## src/rtl/tmpg_ram.sv

```systemverilog
// ============================================================================
// tmpg_ram
// Generic single write port, single read port RAM with registered read.
// ============================================================================
module tmpg_ram #(
   parameter int WIDTH = 8,
   parameter int DEPTH = 256,
   localparam int AW   = (DEPTH > 1) ? $clog2(DEPTH) : 1
) (
   input  logic             clock,
   input  logic             wr_en,
   input  logic [AW-1:0]    wr_addr,
   input  logic [WIDTH-1:0] wr_data,
   input  logic             rd_en,
   input  logic [AW-1:0]    rd_addr,
   output logic [WIDTH-1:0] rd_data
);

   logic [WIDTH-1:0] mem_ff [DEPTH];
   logic [WIDTH-1:0] rd_data_ff;

   // Write port
   always_ff @(posedge clock) begin
      if (wr_en) begin
         mem_ff[wr_addr] <= wr_data;
      end
   end

   // Read port, data holds until the next read
   always_ff @(posedge clock) begin
      if (rd_en) begin
         rd_data_ff <= mem_ff[rd_addr];
      end
   end

   assign rd_data = rd_data_ff;

endmodule

```

## config.mk

```make
export PLATFORM = sky130hd
export DESIGN_NAME = tmpg_ram
export DESIGN_NICKNAME = d
export VERILOG_FILES = /design/src/rtl/tmpg_ram.sv
export SDC_FILE = /design/constraint.sdc
export NUM_CORES = 2
export LEC_CHECK = 0
export ABC_AREA = 1
export BUFFER_PORTS_ARGS = -buffer_cell sky130_fd_sc_hd__buf_2
export CAP_MARGIN = 20
export CORE_MARGIN = 3
export CORE_UTILIZATION = 41
export DETAILED_ROUTE_END_ITERATION = 10
export MAX_ROUTING_LAYER = met4
export PLACE_DENSITY = 0.66
export SLEW_MARGIN = 30
export SYNTH_ARGS = -nofsm -noshare
export SYNTH_HDL_FRONTEND = slang
export SYNTH_SLANG_ARGS = --single-unit
export TNS_END_PERCENT = 50
```

## constraint.sdc

```tcl
create_clock -name clock -period 3.2 [get_ports clock]
set_input_delay 0.32 -clock clock [delete_from_list [all_inputs] [get_ports clock]]
set_output_delay 0.32 -clock clock [all_outputs]
set_load 0.005 [all_outputs]
```

==> summary.md <==
| Metric | Value |
|---|---|
| Run status | finished clean |
| Worst min path class | in -> reg |
| IO Port Bufs | 34 |
| Worst-Margin Slew | 1.04 ns |
| Crit Path Max Fanout | 35 |
| Final Core Density | 47.1% |
| YS warnings | 0 |
| Core ar. | 201000 um^2 |
| Slowest stage cell, crit path | buf_4 |
| Vias/cell | 5.59 |
| Vias in the first global route | 53300 |
| Top cell type's share of synthesized area | 74.0% |
| Worst setup endpoint | rd_data[1] |
| Clock Sinks | 2056 |
| Setup Viol. Count Final | 0 |
| Clock Latency Late Sink | 0.86 ns |
| Max Cap Viol | 0 |
| Placed cell area | 88300 um^2 |
| Power Dens Cells | 591 nW/um^2 |
| Post-synthesis sequential area ratio | 74.0% |
| Area grow syn2layout | 13.6% |
| Die area | 209000 um^2 |
| # IOs | 35 |
| Leakage | 33.1 nW |
| Crit share post-route | 69.0% |
| Worst Path Required | 3.78 ns |
| Worst R2R End | rd_data[6] |
| FF+latch count, synth | 2056 |
| Synth cell types | 13 |
| Cts bufs inserted | 203 |
| Final nets | 7176 |
| CP cell instances | buf_8, inv_8, buf_4, buf_4, nand3_1, nand3_1, nand3_1, nand3_1, nand3_1, nand3_1, nand2_1, nand2_1, nand2_1 |
| Max clock buf depth | 3 |
| Global route overflow | 0 |
| Critical Path Source | rd_addr[1] |
| Worst Reg-to-Reg Cells | 10 |
| Fin Clk Skew | 0.0513 ns |
| Post-detail-place hpwl | 137000 um |
| Final ANT Viol Nets | 0 |
| Initial antenna violation count | 10 |
| Largest net degree at the start of global routing | 123 |
| Routability cong. | 0.913 |
| Setup CP Type | in -> reg |
| Slew Limit Headroom | 30.5% |
| Post-Route WL | 231000 um |
| Share of cells above drive strength 1 | 9.42% |
| Cell area after layout | 94800 um^2 |
| Fmax | 453 MHz |
| Setup TNS | 0 ns |
| CTS tree | done |
| Min Tclk post-route | 2.21 ns |
| Die height | 457 um |
| Root Buffer | clkbuf_16 |
| WL/cell | 23.2 um |
| Die width | 457 um |
| # rows | 164 |
| Syn Area/Cell | 11.9 um^2 |
| Startpoint types | input pin |
| Worst VDD drop | 567 uV |
| Min Hold Slack | 0.0458 ns |
| Critical path arrival | 2.79 ns |
| Synth area leaders | edfxtp_1 (74%), nand3_1 (12%), nand2_1 (9.5%) |
| Most frequent CP cell | nand3_1 |
| RSZ-0062 raised after global routing | false |
| CTS H-tree depth | 4 |
| Largest stage delay on the critical path | 0.46 ns |
| DR iter-0 viols | 7039 |
| DR pass1 iterations | 7 |
| Mapped Cells | 7003 |
| Netlist Area Pre-Place | 83500 um^2 |
| GRT Resource Usage Total | 22.3% |
| Post-Syn Nets | 7030 |
| Wire length of the first global-routing pass | 344000 um |
| Setup crit end kind | flop |
| Worst R2R Setup Slack | 1.15 ns |
| # DRC | 0 |
| Initial Util | 41.5% |
| Slew Viols, Final | 0 |
| Final Hold Fails | 0 |
| R2r startpoint | mem_ff[117][6] |
| Clk pin slew, worst setup/hold paths | 0.06 ns |
| Dominant cell type by area after synthesis | edfxtp_1 |
| Vias | 55700 |
==> power breakdown <==
group	internal [mW]	switching (mW)	total, mW
clock network	12.7	10.1	22.9
logic	0.876	2.62	3.49
registers	29.7	0.0215	29.7
==> how the worst min path moves through the flow <==
stage               start             end  slack [ns]  depth (start not counted)
4_1_cts        wr_data[6]  mem_ff[120][6]        0.02                          1
3_5_place_dp   wr_data[0]  mem_ff[101][0]        0.65                          1
6_report       wr_data[6]  mem_ff[120][6]        0.05                          1
5_1_grt        wr_data[6]  mem_ff[120][6]        0.05                          1
2_1_floorplan  wr_data[0]    mem_ff[0][0]        0.42                          0
3_3_place_gp   wr_data[0]  mem_ff[101][0]        0.65                          1
==> state kept, by name, indices dropped and copies added (netlist names) <==
| name | cells |
|---|---|
| mem_ff | 2048 |
| rd_data | 8 |
==> synth_stat cells <==
cell type / count
buf_4: 46
inv_1: 36
nor2_1: 283
inv_4: 1
buf_6: 16
edfxtp_1: 2056
buf_2: 268
nand2_1: 2123
buf_8: 1
buf_1: 40
inv_2: 2
nand3_1: 2019
clkbuf_1: 112
==> layout make-up <==
class | count | area, um^2
clock inverter | 110 | 1000
clock buffer | 257 | 5350
inverter | 39 | 180
fill | 17700 | 106000
antenna | 5 | 12.5
multi-input combinational | 4425 | 19100
tap | 2656 | 3320
timing repair buffer | 424 | 4050
sequential | 2056 | 61700
==> per-layer routing <==
| metal | up-vias | track usage, % | part of all wire [%] |
|---|---|---|---|
| met5 | - | - | 0 |
| met4 | 0 | 9.29 | 4.3 |
| met3 | 483 | 3.75 | 8.6 |
| met2 | 2710 | 34.8 | 48 |
| met1 | 27400 | 29.1 | 40 |
| li1 | 25100 | - | - |
==> metrics by stage <==
step | std cells | total power, mW | setup slack, ns
6_report | 9972 | 56.1 | 0.991
5_1_grt | 9971 | 57.7 | 0.935
3_3_place_gp | 9591 | 33.7 | 0.305
4_1_cts | 9967 | 56.3 | 1.18
3_5_place_dp | 9591 | 33.7 | 0.307
2_1_floorplan | 7003 | 32.1 | 1.39
==> critical path, delay by kind of cell <==
| kind | cells | cell delay, ns |
|---|---|---|
| and+or+nand+nor | 9 | 1.23 |
| buffers and inverters | 4 | 1.20 |
==> cell families after synthesis <==
family        count (synthesis)  synth area share, %
buf+inv                     522                 3.12
simple gates               4425                 22.9
flops                      2056                 74.0
==> cells in the final DEF (no fill, tap or decap), drive strengths merged <==
cell,instances
buf,415
bufinv,11
clkbuf,257
clkinv,88
clkinvlp,8
diode,5
dlygate4sd3,9
edfxtp,2056
inv,42
nand2,2123
nand3,2019
nor2,283
==> what timing repair did <==
action,in CTS,in global routing
hold endpoints to repair,166,0
setup buffers,0,0
hold buffers,9,0
gates resized for setup,0,0
Note: power is estimated with default switching activity, not from simulation.
