**src/rtl/tmpg_pkg.sv**
```systemverilog
// ============================================================================
// tmpg_pkg
// Shared types, address map, codes and defaults of the tile map pixel
// generator.
// ============================================================================
package tmpg_pkg;

   // Default geometry handed to the top level parameters
   localparam int TILE_COUNT_DEF  = 16;
   localparam int TILE_EDGE_DEF   = 16;
   localparam int MAP_COLUMNS_DEF = 20;
   localparam int MAP_ROWS_DEF    = 15;

   // Bus address map of the graphics memory
   localparam logic [15:0] MAP_BASE = 16'hF000;
   localparam logic [15:0] MAP_LAST = 16'hF12B;
   localparam logic [15:0] PAT_BASE = 16'hF200;
   localparam logic [15:0] PAT_LAST = 16'hF9FF;
   localparam logic [15:0] PAL_BASE = 16'hFA00;
   localparam logic [15:0] PAL_LAST = 16'hFA0F;

   // Palette geometry and RGB332 expansion factors
   localparam int PAL_DEPTH   = 16;
   localparam int RG_SCALE    = 36;
   localparam int BLUE_SCALE  = 85;

   // Transfer kinds carried on req_tuser
   localparam logic OP_WRITE = 1'b0;
   localparam logic OP_PIXEL = 1'b1;

   // Pixel fetch sequencer
   typedef enum logic [1:0] {
      ST_IDLE,
      ST_MAP,
      ST_PAT,
      ST_PAL
   } state_type;

   // Palette write request
   typedef struct packed {
      logic       en;
      logic [3:0] index;
      logic [7:0] data;
   } pal_wr_type;

   // Expanded pixel color
   typedef struct packed {
      logic [7:0] red;
      logic [7:0] green;
      logic [7:0] blue;
   } rgb_type;

   // Palette contents after reset: eight primaries, the rest black
   function automatic logic [7:0] default_color(input logic [3:0] index);
      logic [7:0] color;
      case (index)
         4'd1:    color = 8'h1C;
         4'd2:    color = 8'hE0;
         4'd3:    color = 8'hFC;
         4'd4:    color = 8'h03;
         4'd5:    color = 8'h1F;
         4'd6:    color = 8'hE3;
         4'd7:    color = 8'hFF;
         default: color = 8'h00;
      endcase
      return color;
   endfunction

endpackage

```
**src/rtl/tmpg_palette.sv**
```systemverilog
// ============================================================================
// tmpg_palette
// Sixteen entry RGB332 palette with default colors, lookup and expansion
// to 8-bit red, green and blue.
// ============================================================================
module tmpg_palette
   import tmpg_pkg::*;
(
   input  logic       clock,
   input  logic       reset,
   input  pal_wr_type pal_wr,
   input  logic [3:0] index,
   input  logic       black,
   output rgb_type    color
);

   logic [7:0] pal_ff [PAL_DEPTH];
   logic [7:0] entry;

   // Entry storage, reset to the default colors
   always_ff @(posedge clock) begin
      for (int i = 0; i < PAL_DEPTH; i++) begin
         if (reset) begin
            pal_ff[i] <= default_color(4'(i));
         end else if (pal_wr.en && (pal_wr.index == 4'(i))) begin
            pal_ff[i] <= pal_wr.data;
         end
      end
   end

   // Lookup and RGB332 expansion
   always_comb begin
      entry       = black ? 8'h00 : pal_ff[index];
      color.red   = 8'(entry[7:5] * RG_SCALE);
      color.green = 8'(entry[4:2] * RG_SCALE);
      color.blue  = 8'(entry[1:0] * BLUE_SCALE);
   end

endmodule

```
**config.mk**
```make
export PLATFORM = sky130hd
export DESIGN_NAME = tmpg_palette
export DESIGN_NICKNAME = d
export VERILOG_FILES = /design/src/rtl/tmpg_pkg.sv /design/src/rtl/tmpg_palette.sv
export SDC_FILE = /design/constraint.sdc
export NUM_CORES = 1
export LEC_CHECK = 0
export BUFFER_PORTS_ARGS = -buffer_cell sky130_fd_sc_hd__buf_2
export CAP_MARGIN = 30
export CORE_MARGIN = 2
export CORE_UTILIZATION = 60
export DETAILED_ROUTE_END_ITERATION = 10
export MAX_ROUTING_LAYER = met4
export PLACE_DENSITY = 0.79
export SYNTH_ARGS = -nofsm -noshare
export SYNTH_HDL_FRONTEND = slang
export SYNTH_SLANG_ARGS = --single-unit
export TNS_END_PERCENT = 20
```
**constraint.sdc**
```tcl
create_clock -name clock -period 2.3 [get_ports clock]
set_input_delay 0.46 -clock clock [delete_from_list [all_inputs] [get_ports clock]]
set_output_delay 0.46 -clock clock [all_outputs]
set_load 0.05 [all_outputs]
```
==> metrics.txt, run 1 <==
# TYPE chip_impl_metric gauge
chip_impl_metric{name="num_antenna_cells",unit=""} 0
chip_impl_metric{name="ant_nets",unit=""} 0
chip_impl_metric{name="area_delta_synth_final",unit="%"} 17.2
chip_impl_info{name="timing.critical_path.to_type",value="output pin"} 1
chip_impl_metric{name="cp_data_arrival_time",unit="ns"} 1.91
chip_impl_metric{name="dr.first_iter.drc_count",unit=""} 313
chip_impl_metric{name="vdd_drop_max",unit="mV"} 0.453
chip_impl_info{name="ys.flop_type",value="sky130_fd_sc_hd__edfxtp_1"} 1
chip_impl_info{name="critical_path.startpoint_type",value="register"} 1
chip_impl_info{name="criticalPathCategory",value="reg2out"} 1
chip_impl_metric{name="synth-edff-count",unit=""} 128
chip_impl_metric{name="buffer_ports.inserted",unit=""} 39
chip_impl_metric{name="cts_max_path_buffers",unit=""} 2
chip_impl_metric{name="grt_pass1_wl",unit="mm"} 22.4
chip_impl_metric{name="post-route-worst-setup-slack",unit="ns"} -0.0719
chip_impl_metric{name="antenna_found_initial",unit=""} 0
chip_impl_metric{name="post-route-util",unit="%"} 72.1
chip_impl_metric{name="globalRoute.totalOverflow",unit=""} 0
chip_impl_metric{name="drt_drc_violations_left",unit=""} 0
chip_impl_metric{name="async_reset_ff_share",unit="%"} 0
chip_impl_metric{name="max_slew_margin_vs_limit",unit="%"} 56.7
chip_impl_metric{name="grt_start_max_net_pins",unit=""} 24
chip_impl_info{name="unrepaired_setup_endpoints_after_global_routing",value="true"} 1
chip_impl_info{name="violations",value="setup timing"} 1
chip_impl_info{name="routed.top_layer",value="met4"} 1
chip_impl_metric{name="synth_sequential_area_ratio",unit="%"} 61.1
chip_impl_metric{name="ys_seq_elements",unit=""} 128
chip_impl_metric{name="maxCapViolations",unit=""} 0
chip_impl_metric{name="period_share",unit="%"} 103
chip_impl_metric{name="synth.avg_cell_area",unit="µm²"} 13.2
chip_impl_metric{name="final_hold_viol_count",unit=""} 0
chip_impl_info{name="synthTopCellsByArea",value="sky130_fd_sc_hd__edfxtp_1, sky130_fd_sc_hd__and2_1, sky130_fd_sc_hd__mux2i_1"} 1
chip_impl_metric{name="route.vias.total",unit=""} 4060
chip_impl_metric{name="grt_util_all_layers",unit="%"} 28.5
chip_impl_metric{name="htree_levels",unit=""} 4
chip_impl_info{name="registers.top_by_ff_count",value="pal_ff"} 1
chip_impl_metric{name="wl_met1",unit="mm"} 5.85
chip_impl_info{name="min-delay-path-class",value="in2reg"} 1
chip_impl_metric{name="postCtsHoldBufs",unit=""} 0
chip_impl_metric{name="route.met3.wl",unit="mm"} 1.54
chip_impl_info{name="post_synthesis_cell_type_with_the_largest_combined_area",value="sky130_fd_sc_hd__edfxtp_1"} 1
chip_impl_metric{name="cts_inserted_buffers",unit=""} 17
chip_impl_metric{name="height_of_the_die",unit="µm"} 106
chip_impl_metric{name="fp.dieArea",unit="µm²"} 11300
chip_impl_metric{name="met2WireLength",unit="mm"} 7.01
chip_impl_info{name="largest_registers",value="pal_ff x128"} 1
chip_impl_metric{name="synth_warnings",unit=""} 0
chip_impl_metric{name="detailedRoute.firstPassIterationCount",unit=""} 4
chip_impl_metric{name="timing.setup.tns",unit="ns"} -0.563
chip_impl_metric{name="core_region_area",unit="µm²"} 10200
chip_impl_metric{name="report.final.slew_viol_count",unit=""} 0
chip_impl_metric{name="via_per_inst",unit=""} 6.04
chip_impl_metric{name="cell_leakage_power",unit="nW"} 2.76
chip_impl_metric{name="stdcell_area",unit="µm²"} 7370
chip_impl_metric{name="cts.sinks",unit=""} 128
chip_impl_metric{name="yosys_cell_types",unit=""} 30
chip_impl_metric{name="die-width",unit="µm"} 106
chip_impl_info{name="cts.root.buffer_cell",value="sky130_fd_sc_hd__clkbuf_8"} 1
chip_impl_metric{name="timing.fmax",unit="MHz"} 422
chip_impl_metric{name="period_minus_slack",unit="ns"} 2.37
chip_impl_metric{name="fp-row-count",unit=""} 37
chip_impl_metric{name="placed_area",unit="µm²"} 6690
chip_impl_metric{name="via_count_of_the_first_global_routing_pass",unit=""} 3950
chip_impl_metric{name="num_io_pins",unit=""} 44
chip_impl_metric{name="netlist_instances",unit=""} 476
chip_impl_metric{name="worst-endpoint-required",unit="ns"} 1.84
chip_impl_metric{name="hpwlAfterDp",unit="mm"} 9.94
chip_impl_metric{name="place.detailed.instances",unit=""} 640
chip_impl_metric{name="total_setup_violations_reported_at_the_end_of_the_flow",unit=""} 10
chip_impl_metric{name="detail_route.wl_per_cell",unit="µm"} 22.1
chip_impl_metric{name="timing_worst_slew_pin_value",unit="ns"} 0.647
chip_impl_metric{name="initial_utilization",unit="%"} 61.5
chip_impl_metric{name="cts.repair_timing.setup_buffer_count",unit=""} 0
chip_impl_metric{name="nNetsFinal",unit=""} 543
chip_impl_metric{name="p_per_area",unit="nW/µm²"} 784
chip_impl_metric{name="crit_fanout",unit=""} 4
chip_impl_metric{name="clk_pin_slew",unit="ns"} 0.06
chip_impl_info{name="outcome",value="complete, but fails checks"} 1
chip_impl_metric{name="globalplace.congestion",unit=""} 0.835
chip_impl_metric{name="synthesis.area",unit="µm²"} 6290
chip_impl_metric{name="drt-total-wl",unit="mm"} 14.8
chip_impl_metric{name="synth_largest_type_area_fraction",unit="%"} 61.1
chip_impl_info{name="tritoncts_clock_tree",value="yes"} 1
chip_impl_metric{name="fraction_of_layout_instances_using_a_drive_strength_above_1",unit="%"} 23.5
chip_impl_metric{name="max_ffs_per_register",unit=""} 128
chip_impl_metric{name="number_of_standard_cells_in_the_layout_taps_in_and_fillers_out",unit=""} 672
## cells by family (layout without fill, tap and decap cells)
logic type / Yosys count / after routing / share of synthesized area [%]
AOI/OAI and AO/OA: 50 / 50 / 5.81
buffers and inverters: 47 / 104 / 5.01
DFF: 128 / 128 / 61.1
muxes: 61 / 61 / 10.6
other: 1 / 4 / 0.0596
and+or+nand+nor: 189 / 189 / 17.4
## layer usage
layer | vias to the layer above | GRT usage (%)
met1 | 1988 | 37.8
met4 | 0 | 11.0
met5 | - | -
met2 | 218 | 42.0
li1 | 1824 | -
met3 | 30 | 8.34
## synthesized netlist by cell type (3+ instances only)
master	number
sky130_fd_sc_hd__nand2b_1	3
sky130_fd_sc_hd__buf_4	19
sky130_fd_sc_hd__nand3_1	10
sky130_fd_sc_hd__or3_1	32
sky130_fd_sc_hd__a22oi_1	22
sky130_fd_sc_hd__edfxtp_1	128
sky130_fd_sc_hd__buf_2	7
sky130_fd_sc_hd__mux2i_1	57
sky130_fd_sc_hd__nand4_1	3
sky130_fd_sc_hd__clkbuf_1	15
sky130_fd_sc_hd__nand2_1	14
sky130_fd_sc_hd__o21ai_1	9
sky130_fd_sc_hd__and2_1	97
sky130_fd_sc_hd__nor2_1	18
sky130_fd_sc_hd__o21bai_1	16
sky130_fd_sc_hd__nor2b_1	5
## cell type report
type                            count  area, µm²
Clock buffer                       21        429
Clock inverter                     11       72.6
Fill cell                         635       2860
Inverter                            1       3.75
Multi-Input combinational cell    304       2260
Sequential cell                   128       3840
Tap cell                          136        170
Timing Repair Buffer               71        589
## worst max-delay path: stages (launching register included)
cell and delay (ns):
sky130_fd_sc_hd__edfxtp_1 0.38, sky130_fd_sc_hd__mux4_2 0.53, sky130_fd_sc_hd__o21ai_4 0.21, sky130_fd_sc_hd__o21ai_4 0.11, sky130_fd_sc_hd__buf_6 0.17
## stage by stage
| step | hold slack [ns] | setup WS (ns) | power, W |
|---|---|---|---|
| after floorplan | 0.639 | -0.117 | 0.00326 |
| after global placement | 0.972 | -0.121 | 0.00344 |
| after detailed placement | 0.972 | -0.150 | 0.00346 |
| after CTS | 0.434 | -0.0895 | 0.00575 |
| after global routing | 0.460 | -0.104 | 0.00595 |
| final | 0.475 | -0.0719 | 0.00578 |
## cells in the final DEF (no fill, tap or decap), types with 3 or more instances in the layout
cell / n
sky130_fd_sc_hd__a22oi_1: 19
sky130_fd_sc_hd__a22oi_2: 3
sky130_fd_sc_hd__and2_1: 96
sky130_fd_sc_hd__buf_12: 4
sky130_fd_sc_hd__buf_2: 20
sky130_fd_sc_hd__buf_4: 33
sky130_fd_sc_hd__buf_6: 13
sky130_fd_sc_hd__clkbuf_1: 4
sky130_fd_sc_hd__clkbuf_16: 16
sky130_fd_sc_hd__clkinv_1: 6
sky130_fd_sc_hd__clkinv_2: 4
sky130_fd_sc_hd__conb_1: 4
sky130_fd_sc_hd__edfxtp_1: 128
sky130_fd_sc_hd__mux2i_1: 51
sky130_fd_sc_hd__mux2i_2: 6
sky130_fd_sc_hd__mux4_2: 4
sky130_fd_sc_hd__nand2_1: 13
sky130_fd_sc_hd__nand2b_1: 3
sky130_fd_sc_hd__nand3_1: 10
sky130_fd_sc_hd__nand4_1: 3
sky130_fd_sc_hd__nor2_1: 18
sky130_fd_sc_hd__nor2b_1: 3
sky130_fd_sc_hd__o21ai_2: 4
sky130_fd_sc_hd__o21ai_4: 6
sky130_fd_sc_hd__o21bai_1: 16
sky130_fd_sc_hd__or3_1: 32
## what timing repair did
action	CTS	global route
pin swaps	1	5
resized for setup	31	25
endpoints found under the setup margin	20	20
## power breakdown
part | internal [W] | switching, W | total (W) | leakage [nW]
clock network | 0.00140 | 0.000888 | 0.00229 | 0.248
logic | 0.000251 | 0.000488 | 0.000740 | 1.27
registers | 0.00271 | 0.0000455 | 0.00275 | 1.24
total | 0.00436 | 0.00142 | 0.00578 | 2.76
## final timing paths
path,end,cells past startpoint,startpoint
setup / recovery,color[5],4,pal_ff[2][1]$_SDFFCE_PN0P_
hold / removal,pal_ff[7][4]$_SDFFCE_PN1P_,2,pal_wr[4]
Power figures use the tool's default switching activity.
==> run 2, diff against run 1 <==
--- a/config.mk
+++ b/config.mk
@@ -11,7 +11,8 @@
 export CORE_UTILIZATION = 60
 export DETAILED_ROUTE_END_ITERATION = 10
 export MAX_ROUTING_LAYER = met4
-export PLACE_DENSITY = 0.79
+export PLACE_DENSITY = 0.84
+export SLEW_MARGIN = 40
 export SYNTH_ARGS = -nofsm -noshare
 export SYNTH_HDL_FRONTEND = slang
 export SYNTH_SLANG_ARGS = --single-unit
==> run 2 against run 1 <==
Net effect: the run still ends with setup timing left; combinational power rose by 0.7%; global-route usage up 1.9 points; fmax fell by 2.1%.
==> metrics.txt, run 2 (synthesis results as in run 1) <==
# TYPE chip_impl_metric gauge
chip_impl_metric{name="post-route-worst-setup-slack",unit="ns"} -0.122
chip_impl_metric{name="worst-endpoint-required",unit="ns"} 1.84
chip_impl_metric{name="antenna_found_initial",unit=""} 0
chip_impl_metric{name="ant_nets",unit=""} 0
chip_impl_metric{name="post-route-util",unit="%"} 72.0
chip_impl_info{name="critPathTopFamily",value="multiplexers"} 1
chip_impl_metric{name="power_frac_clock",unit="%"} 39.5
chip_impl_metric{name="globalplace.congestion",unit=""} 0.988
chip_impl_metric{name="die-width",unit="µm"} 106
chip_impl_metric{name="area_delta_synth_final",unit="%"} 17.0
chip_impl_metric{name="postCtsHoldBufs",unit=""} 0
chip_impl_metric{name="total_setup_violations_reported_at_the_end_of_the_flow",unit=""} 12
chip_impl_metric{name="cts.sinks",unit=""} 128
chip_impl_metric{name="hold_ws",unit="ns"} 0.471
chip_impl_metric{name="period_minus_slack",unit="ns"} 2.42
chip_impl_metric{name="critical-path-max-stage-delay",unit="ns"} 0.55
chip_impl_metric{name="vdd_drop_max",unit="mV"} 0.509
chip_impl_info{name="tritoncts_clock_tree",value="yes"} 1
chip_impl_info{name="hold_path_start",value="pal_wr[3]"} 1
chip_impl_metric{name="max_ffs_per_register",unit=""} 128
chip_impl_metric{name="total_switching_power",unit="W"} 0.00145
chip_impl_metric{name="fp.dieArea",unit="µm²"} 11300
chip_impl_metric{name="detail_route.wl_per_cell",unit="µm"} 23.5
chip_impl_metric{name="maxCapViolations",unit=""} 0
chip_impl_metric{name="crit_fanout",unit=""} 4
chip_impl_metric{name="report.final.slew_viol_count",unit=""} 0
chip_impl_metric{name="internal_power_summed_over_all_cells",unit="W"} 0.00435
chip_impl_info{name="min-delay-path-class",value="in2reg"} 1
chip_impl_metric{name="route.vias.total",unit=""} 4218
chip_impl_info{name="critical_path.startpoint_type",value="register"} 1
chip_impl_metric{name="cp_num_buf_inv",unit=""} 1
chip_impl_info{name="hold_ep",value="pal_ff[7][3]$_SDFFCE_PN1P_"} 1
chip_impl_metric{name="sequentialPowerShare",unit="%"} 47.6
chip_impl_info{name="final_cell_mix",value="sky130_fd_sc_hd__edfxtp_1, sky130_fd_sc_hd__and2_1, sky130_fd_sc_hd__mux2i_1"} 1
chip_impl_metric{name="buffer_ports.inserted",unit=""} 39
chip_impl_metric{name="dr.first_iter.drc_count",unit=""} 607
chip_impl_info{name="cts.root.buffer_cell",value="sky130_fd_sc_hd__clkbuf_8"} 1
chip_impl_info{name="timing.critical_path.to_type",value="output pin"} 1
chip_impl_info{name="worst_path_cell_chain",value="mux4_2 > mux2i_4 > o21ai_4 > buf_6"} 1
chip_impl_metric{name="initial_utilization",unit="%"} 61.5
chip_impl_metric{name="cell_leakage_power",unit="nW"} 2.76
chip_impl_metric{name="fraction_of_layout_instances_using_a_drive_strength_above_1",unit="%"} 23.2
chip_impl_metric{name="nNetsFinal",unit=""} 545
chip_impl_metric{name="hpwlAfterDp",unit="mm"} 10.7
chip_impl_metric{name="globalRoute.totalOverflow",unit=""} 0
chip_impl_info{name="violations",value="setup timing"} 1
chip_impl_metric{name="cp_data_arrival_time",unit="ns"} 1.96
chip_impl_metric{name="cts_inserted_buffers",unit=""} 17
chip_impl_info{name="outcome",value="complete, but fails checks"} 1
chip_impl_metric{name="final_hold_viol_count",unit=""} 0
chip_impl_metric{name="height_of_the_die",unit="µm"} 106
chip_impl_info{name="unrepaired_setup_endpoints_after_global_routing",value="true"} 1
chip_impl_info{name="criticalPathCategory",value="reg2out"} 1
chip_impl_metric{name="htree_levels",unit=""} 4
chip_impl_metric{name="via_count_of_the_first_global_routing_pass",unit=""} 3944
chip_impl_metric{name="drt-total-wl",unit="mm"} 15.9
chip_impl_metric{name="core_region_area",unit="µm²"} 10200
chip_impl_metric{name="clk_pin_slew",unit="ns"} 0.06
chip_impl_metric{name="p_per_area",unit="nW/µm²"} 788
chip_impl_metric{name="power_frac_comb",unit="%"} 12.8
chip_impl_metric{name="netSwitchingFraction",unit="%"} 24.9
chip_impl_metric{name="via_per_inst",unit=""} 6.26
chip_impl_metric{name="num_io_pins",unit=""} 44
chip_impl_metric{name="cts.repair_timing.setup_buffer_count",unit=""} 0
chip_impl_metric{name="grt_start_max_net_pins",unit=""} 22
chip_impl_metric{name="fillCellCount",unit=""} 638
chip_impl_metric{name="max_slew_margin_vs_limit",unit="%"} 58.8
chip_impl_info{name="layout_commonest_cell",value="sky130_fd_sc_hd__edfxtp_1"} 1
chip_impl_metric{name="detailedRoute.firstPassIterationCount",unit=""} 6
chip_impl_metric{name="min_delay_path_depth",unit=""} 2
chip_impl_metric{name="grt_pass1_wl",unit="mm"} 23.6
chip_impl_metric{name="timing_worst_slew_pin_value",unit="ns"} 0.615
chip_impl_info{name="critical-path-slowest-cell",value="sky130_fd_sc_hd__mux4_2"} 1
chip_impl_metric{name="period_share",unit="%"} 105
chip_impl_info{name="registers.top_by_ff_count",value="pal_ff"} 1
chip_impl_metric{name="fp-row-count",unit=""} 37
chip_impl_metric{name="num_antenna_cells",unit=""} 0
chip_impl_metric{name="cts_max_path_buffers",unit=""} 2
chip_impl_info{name="largest_registers",value="pal_ff x128"} 1
chip_impl_metric{name="timing.fmax",unit="MHz"} 413
chip_impl_metric{name="drt_drc_violations_left",unit=""} 0
chip_impl_metric{name="grt_util_all_layers",unit="%"} 30.4
[run 2: cell count changes in the layout (fill, tap and decap cells not counted), moves of 2 or more]
cell / change
sky130_fd_sc_hd__clkbuf_4: +6
sky130_fd_sc_hd__a22oi_2: +2
sky130_fd_sc_hd__mux2i_2: -4
sky130_fd_sc_hd__mux2i_1: +3
sky130_fd_sc_hd__a22oi_1: -2
[run 2: through the flow]
stage                     setup slack [ns]  std cells  power (W)  TNS, ns  cell area, µm²
final                               -0.122        674    0.00580   -0.902            7360
after floorplan                     -0.117        479    0.00326   -0.870            6350
after global placement              -0.174        642    0.00344    -2.33            6680
after global routing                -0.150        674    0.00595    -1.45            7360
after CTS                           -0.123        674    0.00575   -0.953            7260
after detailed placement            -0.259        642    0.00346    -2.72            6680
[run 2: timing repair]
item,4_1_cts,5_1_grt
setup endpoints to repair,20,20
resized for setup,24,34
pin swaps,1,4
[run 2: power groups by stage]
stage | Clock [W] | Sequential [W] | Combinational [W]
2_1_floorplan | 0 | 0.00278 | 0.000488
3_3_place_gp | 0 | 0.00279 | 0.000645
3_5_place_dp | 0 | 0.00280 | 0.000660
4_1_cts | 0.00229 | 0.00276 | 0.000696
5_1_grt | 0.00241 | 0.00277 | 0.000775
6_report | 0.00229 | 0.00276 | 0.000745
[run 2: worst max path at each step]
| stage | slack, ns | cells past startpoint | endpoint | start |
|---|---|---|---|---|
| 3_5_place_dp | -0.26 | 8 | color[15] | index[0] |
| 3_3_place_gp | -0.17 | 8 | color[15] | index[0] |
| 5_1_grt | -0.15 | 4 | color[6] | pal_ff[2][0]$_SDFFCE_PN0P_ |
| 6_report | -0.12 | 4 | color[6] | pal_ff[2][0]$_SDFFCE_PN0P_ |
| 4_1_cts | -0.12 | 4 | color[6] | pal_ff[2][0]$_SDFFCE_PN0P_ |
| 2_1_floorplan | -0.12 | 7 | color[13] | index[2] |
[run 2: final cells by class]
type                       count  area [µm²]  share of cell area, %
inverter                       1        3.75                 0.0510
sequential                   128        3840                   52.2
multi-input combinational    304        2260                   30.7
clock inverter                11        72.6                  0.986
timing repair buffer          73         583                   7.92
tap                          136         170                   2.31
clock buffer                  21         429                   5.83
[run 2: per-layer routing]
layer / vias to the layer above / global-route usage [%] / wire length, µm
li1: 1822 / - / -
met1: 2015 / 39.7 / 5730
met2: 328 / 46.1 / 7620
met3: 53 / 9.01 / 2060
met4: 0 / 9.87 / 462
met5: - / - / 0
==> run 3, diff against run 2 <==
--- a/config.mk
+++ b/config.mk
@@ -5,13 +5,14 @@
 export SDC_FILE = /design/constraint.sdc
 export NUM_CORES = 1
 export LEC_CHECK = 0
+export ABC_AREA = 1
 export BUFFER_PORTS_ARGS = -buffer_cell sky130_fd_sc_hd__buf_2
 export CAP_MARGIN = 30
 export CORE_MARGIN = 2
-export CORE_UTILIZATION = 60
+export CORE_UTILIZATION = 61
 export DETAILED_ROUTE_END_ITERATION = 10
 export MAX_ROUTING_LAYER = met4
-export PLACE_DENSITY = 0.84
+export PLACE_DENSITY = 0.85
 export SLEW_MARGIN = 40
 export SYNTH_ARGS = -nofsm -noshare
 export SYNTH_HDL_FRONTEND = slang
==> run 3 against run 2 <==
Net effect: the flow now finishes without violations; combinational power rose by 2.8%; sequential share of layout area down 1.6 points; non-clock buffer count shrank 7; worst setup slack improved by 0.13 ns; clock power grew 17%; count of clock-buffer cells in the layout decreased by 4; design area is 3.2% higher; critical endpoint is now color[10]; largest power group unchanged.
==> metrics.txt, run 3 <==
# TYPE chip_impl_metric gauge
chip_impl_info{name="registers.top_by_ff_count",value="pal_ff"} 1
chip_impl_metric{name="synth_largest_type_area_fraction",unit="%"} 60.2
chip_impl_metric{name="core_region_area",unit="µm²"} 10200
chip_impl_metric{name="die-width",unit="µm"} 106
chip_impl_metric{name="antenna_found_initial",unit=""} 0
chip_impl_metric{name="async_reset_ff_share",unit="%"} 0
chip_impl_metric{name="sequentialPowerShare",unit="%"} 44.4
chip_impl_metric{name="dr.first_iter.drc_count",unit=""} 596
chip_impl_info{name="post_synthesis_cell_type_with_the_largest_combined_area",value="sky130_fd_sc_hd__edfxtp_1"} 1
chip_impl_metric{name="cp_data_arrival_time",unit="ns"} 1.83
chip_impl_info{name="unrepaired_setup_endpoints_after_global_routing",value="true"} 1
chip_impl_info{name="cts.root.buffer_cell",value="sky130_fd_sc_hd__clkbuf_8"} 1
chip_impl_metric{name="buffer_ports.inserted",unit=""} 39
chip_impl_metric{name="ant_nets",unit=""} 0
chip_impl_metric{name="num_antenna_cells",unit=""} 0
chip_impl_metric{name="cts_inserted_buffers",unit=""} 17
chip_impl_metric{name="worst-endpoint-required",unit="ns"} 1.84
chip_impl_info{name="layout_commonest_cell",value="sky130_fd_sc_hd__nand2_1"} 1
chip_impl_info{name="outcome",value="complete, no violations"} 1
chip_impl_metric{name="nNetsFinal",unit=""} 790
chip_impl_metric{name="grt.met2_usage",unit="%"} 50.0
chip_impl_info{name="synthTopCellsByArea",value="sky130_fd_sc_hd__edfxtp_1, sky130_fd_sc_hd__nand2_1, sky130_fd_sc_hd__nand3_1"} 1
chip_impl_metric{name="max_slew_margin_vs_limit",unit="%"} 45.0
chip_impl_metric{name="post-route-util",unit="%"} 74.3
chip_impl_metric{name="hpwlAfterDp",unit="mm"} 10.9
chip_impl_metric{name="num_io_pins",unit=""} 44
chip_impl_metric{name="total_switching_power",unit="W"} 0.00154
chip_impl_metric{name="grt_pass1_wl",unit="mm"} 25.7
chip_impl_metric{name="final_hold_viol_count",unit=""} 0
chip_impl_metric{name="yosys_cell_types",unit=""} 18
chip_impl_metric{name="route.vias.total",unit=""} 5159
chip_impl_info{name="largest_registers",value="pal_ff x128"} 1
chip_impl_metric{name="synth_sequential_area_ratio",unit="%"} 60.2
chip_impl_metric{name="fraction_of_layout_instances_using_a_drive_strength_above_1",unit="%"} 15.3
chip_impl_info{name="tritoncts_clock_tree",value="yes"} 1
chip_impl_metric{name="via_count_of_the_first_global_routing_pass",unit=""} 4868
chip_impl_info{name="final_cell_mix",value="sky130_fd_sc_hd__nand2_1, sky130_fd_sc_hd__edfxtp_1, sky130_fd_sc_hd__nor2_1"} 1
chip_impl_metric{name="ys_seq_elements",unit=""} 128
chip_impl_metric{name="synthesis.area",unit="µm²"} 6390
chip_impl_metric{name="placed_area",unit="µm²"} 6760
chip_impl_metric{name="cts_max_path_buffers",unit=""} 2
chip_impl_metric{name="post-route-worst-setup-slack",unit="ns"} 0.00569
chip_impl_metric{name="period_minus_slack",unit="ns"} 2.29
chip_impl_info{name="min-delay-path-class",value="in2reg"} 1
chip_impl_metric{name="report.final.slew_viol_count",unit=""} 0
chip_impl_metric{name="power_frac_comb",unit="%"} 12.4
chip_impl_metric{name="power_frac_clock",unit="%"} 43.3
chip_impl_metric{name="grt.met1_usage",unit="%"} 39.6
chip_impl_metric{name="drt-total-wl",unit="mm"} 17.4
chip_impl_metric{name="max_ffs_per_register",unit=""} 128
chip_impl_metric{name="height_of_the_die",unit="µm"} 106
chip_impl_metric{name="htree_levels",unit=""} 4
chip_impl_metric{name="cts.sinks",unit=""} 128
chip_impl_metric{name="fp.dieArea",unit="µm²"} 11300
chip_impl_info{name="timing.critical_path.to_type",value="output pin"} 1
chip_impl_info{name="critical_path.startpoint_type",value="primary input"} 1
chip_impl_metric{name="cell_leakage_power",unit="nW"} 3.36
chip_impl_metric{name="clk_pin_slew",unit="ns"} 0.06
chip_impl_metric{name="netSwitchingFraction",unit="%"} 24.9
chip_impl_info{name="post_synth_most_frequent_cells",value="sky130_fd_sc_hd__nand2_1, sky130_fd_sc_hd__edfxtp_1, sky130_fd_sc_hd__nor2_1"} 1
chip_impl_info{name="busiest_layer",value="met2"} 1
chip_impl_metric{name="stdcell_area",unit="µm²"} 7600
chip_impl_metric{name="fp-row-count",unit=""} 37
chip_impl_info{name="yosys.cell_count.top_type",value="sky130_fd_sc_hd__nand2_1"} 1
chip_impl_info{name="ys.flop_type",value="sky130_fd_sc_hd__edfxtp_1"} 1
chip_impl_metric{name="crit_fanout",unit=""} 25
chip_impl_metric{name="timing.setup.tns",unit="ns"} 0
chip_impl_metric{name="synth.avg_cell_area",unit="µm²"} 8.69
chip_impl_metric{name="maxCapViolations",unit=""} 0
chip_impl_metric{name="drt_drc_violations_left",unit=""} 0
chip_impl_metric{name="total_setup_violations_reported_at_the_end_of_the_flow",unit=""} 0
chip_impl_metric{name="timing.fmax",unit="MHz"} 436
chip_impl_info{name="criticalPathCategory",value="in2out"} 1
chip_impl_metric{name="synth_warnings",unit=""} 0
chip_impl_metric{name="synth-edff-count",unit=""} 128
chip_impl_metric{name="vdd_drop_max",unit="mV"} 0.472
chip_impl_metric{name="netlist_instances",unit=""} 735
chip_impl_metric{name="initial_utilization",unit="%"} 62.5
chip_impl_metric{name="detailedRoute.firstPassIterationCount",unit=""} 5
chip_impl_metric{name="timing_worst_slew_pin_value",unit="ns"} 0.825
chip_impl_metric{name="globalplace.congestion",unit=""} 0.924
chip_impl_metric{name="grt_util_all_layers",unit="%"} 32.3
chip_impl_metric{name="internal_power_summed_over_all_cells",unit="W"} 0.00466
chip_impl_metric{name="grt_use_met3",unit="%"} 7.17
chip_impl_metric{name="period_share",unit="%"} 99.8
chip_impl_metric{name="preCtsSetupSlack",unit="ns"} -0.0329
chip_impl_metric{name="p_per_area",unit="nW/µm²"} 816
chip_impl_metric{name="globalRoute.totalOverflow",unit=""} 0
chip_impl_metric{name="area_delta_synth_final",unit="%"} 18.9
chip_impl_metric{name="detail_route.wl_per_cell",unit="µm"} 18.9
chip_impl_metric{name="grt_start_max_net_pins",unit=""} 40
chip_impl_metric{name="via_per_inst",unit=""} 5.62
==> run 3: cell types whose count changed after synthesis, sizes merged, moves of 57 or more <==
cell	change
and2	-97
mux2i	-57
nor2	+86
inv	+89
nand3	+78
nand2	+236
==> run 3: cell families after synthesis <==
kind of cell | share of synthesized area (%)
flops | 60.2
simple gates | 29.1
compound gates | 0.940
other cells | 0.0587
buf+inv | 9.71
==> run 3: layout make-up <==
cell class / count / area (µm²)
multi-input cells: 467 / 2040
fillers: 747 / 2630
clock buffers: 17 / 414
clock inverters: 14 / 173
repair buffers: 66 / 609
flip-flops and latches: 128 / 3840
inverters: 90 / 345
well taps: 136 / 170
==> run 3: critical path, stage by stage <==
cell and delay (ns):
sky130_fd_sc_hd__clkbuf_4 0.17, sky130_fd_sc_hd__buf_6 0.25, sky130_fd_sc_hd__nand2_1 0.10, sky130_fd_sc_hd__nand2_1 0.07, sky130_fd_sc_hd__nand2_1 0.05, sky130_fd_sc_hd__nand3_1 0.11
sky130_fd_sc_hd__nand3_1 0.17, sky130_fd_sc_hd__a21oi_2 0.19, sky130_fd_sc_hd__clkbuf_4 0.25
==> run 3: metrics by stage <==
stage          power, W  hold slack (ns)  std cells
6_report        0.00620            0.435        918
5_1_grt         0.00638            0.425        918
4_1_cts         0.00613            0.418        915
3_5_place_dp    0.00348            0.963        884
3_3_place_gp    0.00346            0.944        884
2_1_floorplan   0.00328            0.736        738
==> run 3: power groups by stage <==
stage          Sequential (W)  Combinational [W]  Clock, W
3_5_place_dp          0.00279           0.000681         0
5_1_grt               0.00276           0.000819   0.00280
4_1_cts               0.00275           0.000695   0.00269
2_1_floorplan         0.00278           0.000498         0
6_report              0.00275           0.000766   0.00268
3_3_place_gp          0.00279           0.000672         0
==> run 3: what timing repair did <==
item | 4_1_cts | 5_1_grt
cloned | 0 | 3
buffers inserted | 0 | 0
hold endpoints to repair | 0 | 0
gates resized for setup | 9 | 51
hold buffers | 0 | 0
setup endpoints to repair | 12 | 20
pin swaps | 0 | 6
==> run 3: metal layers <==
layer | part of all wire, % | vias to the layer above
li1 | - | 2389
met1 | 38 | 2400
met2 | 49 | 316
met3 | 8.9 | 54
met4 | 4.1 | 0
met5 | 0 | -
==> run 3: final timing paths <==
path	endpoint	cells after the start	slack, ns	startpoint
setup / recovery	color[10]	9	0.006	index[0]
hold / removal	pal_ff[4][1]$_SDFFCE_PN1P_	4	0.44	pal_wr[12]
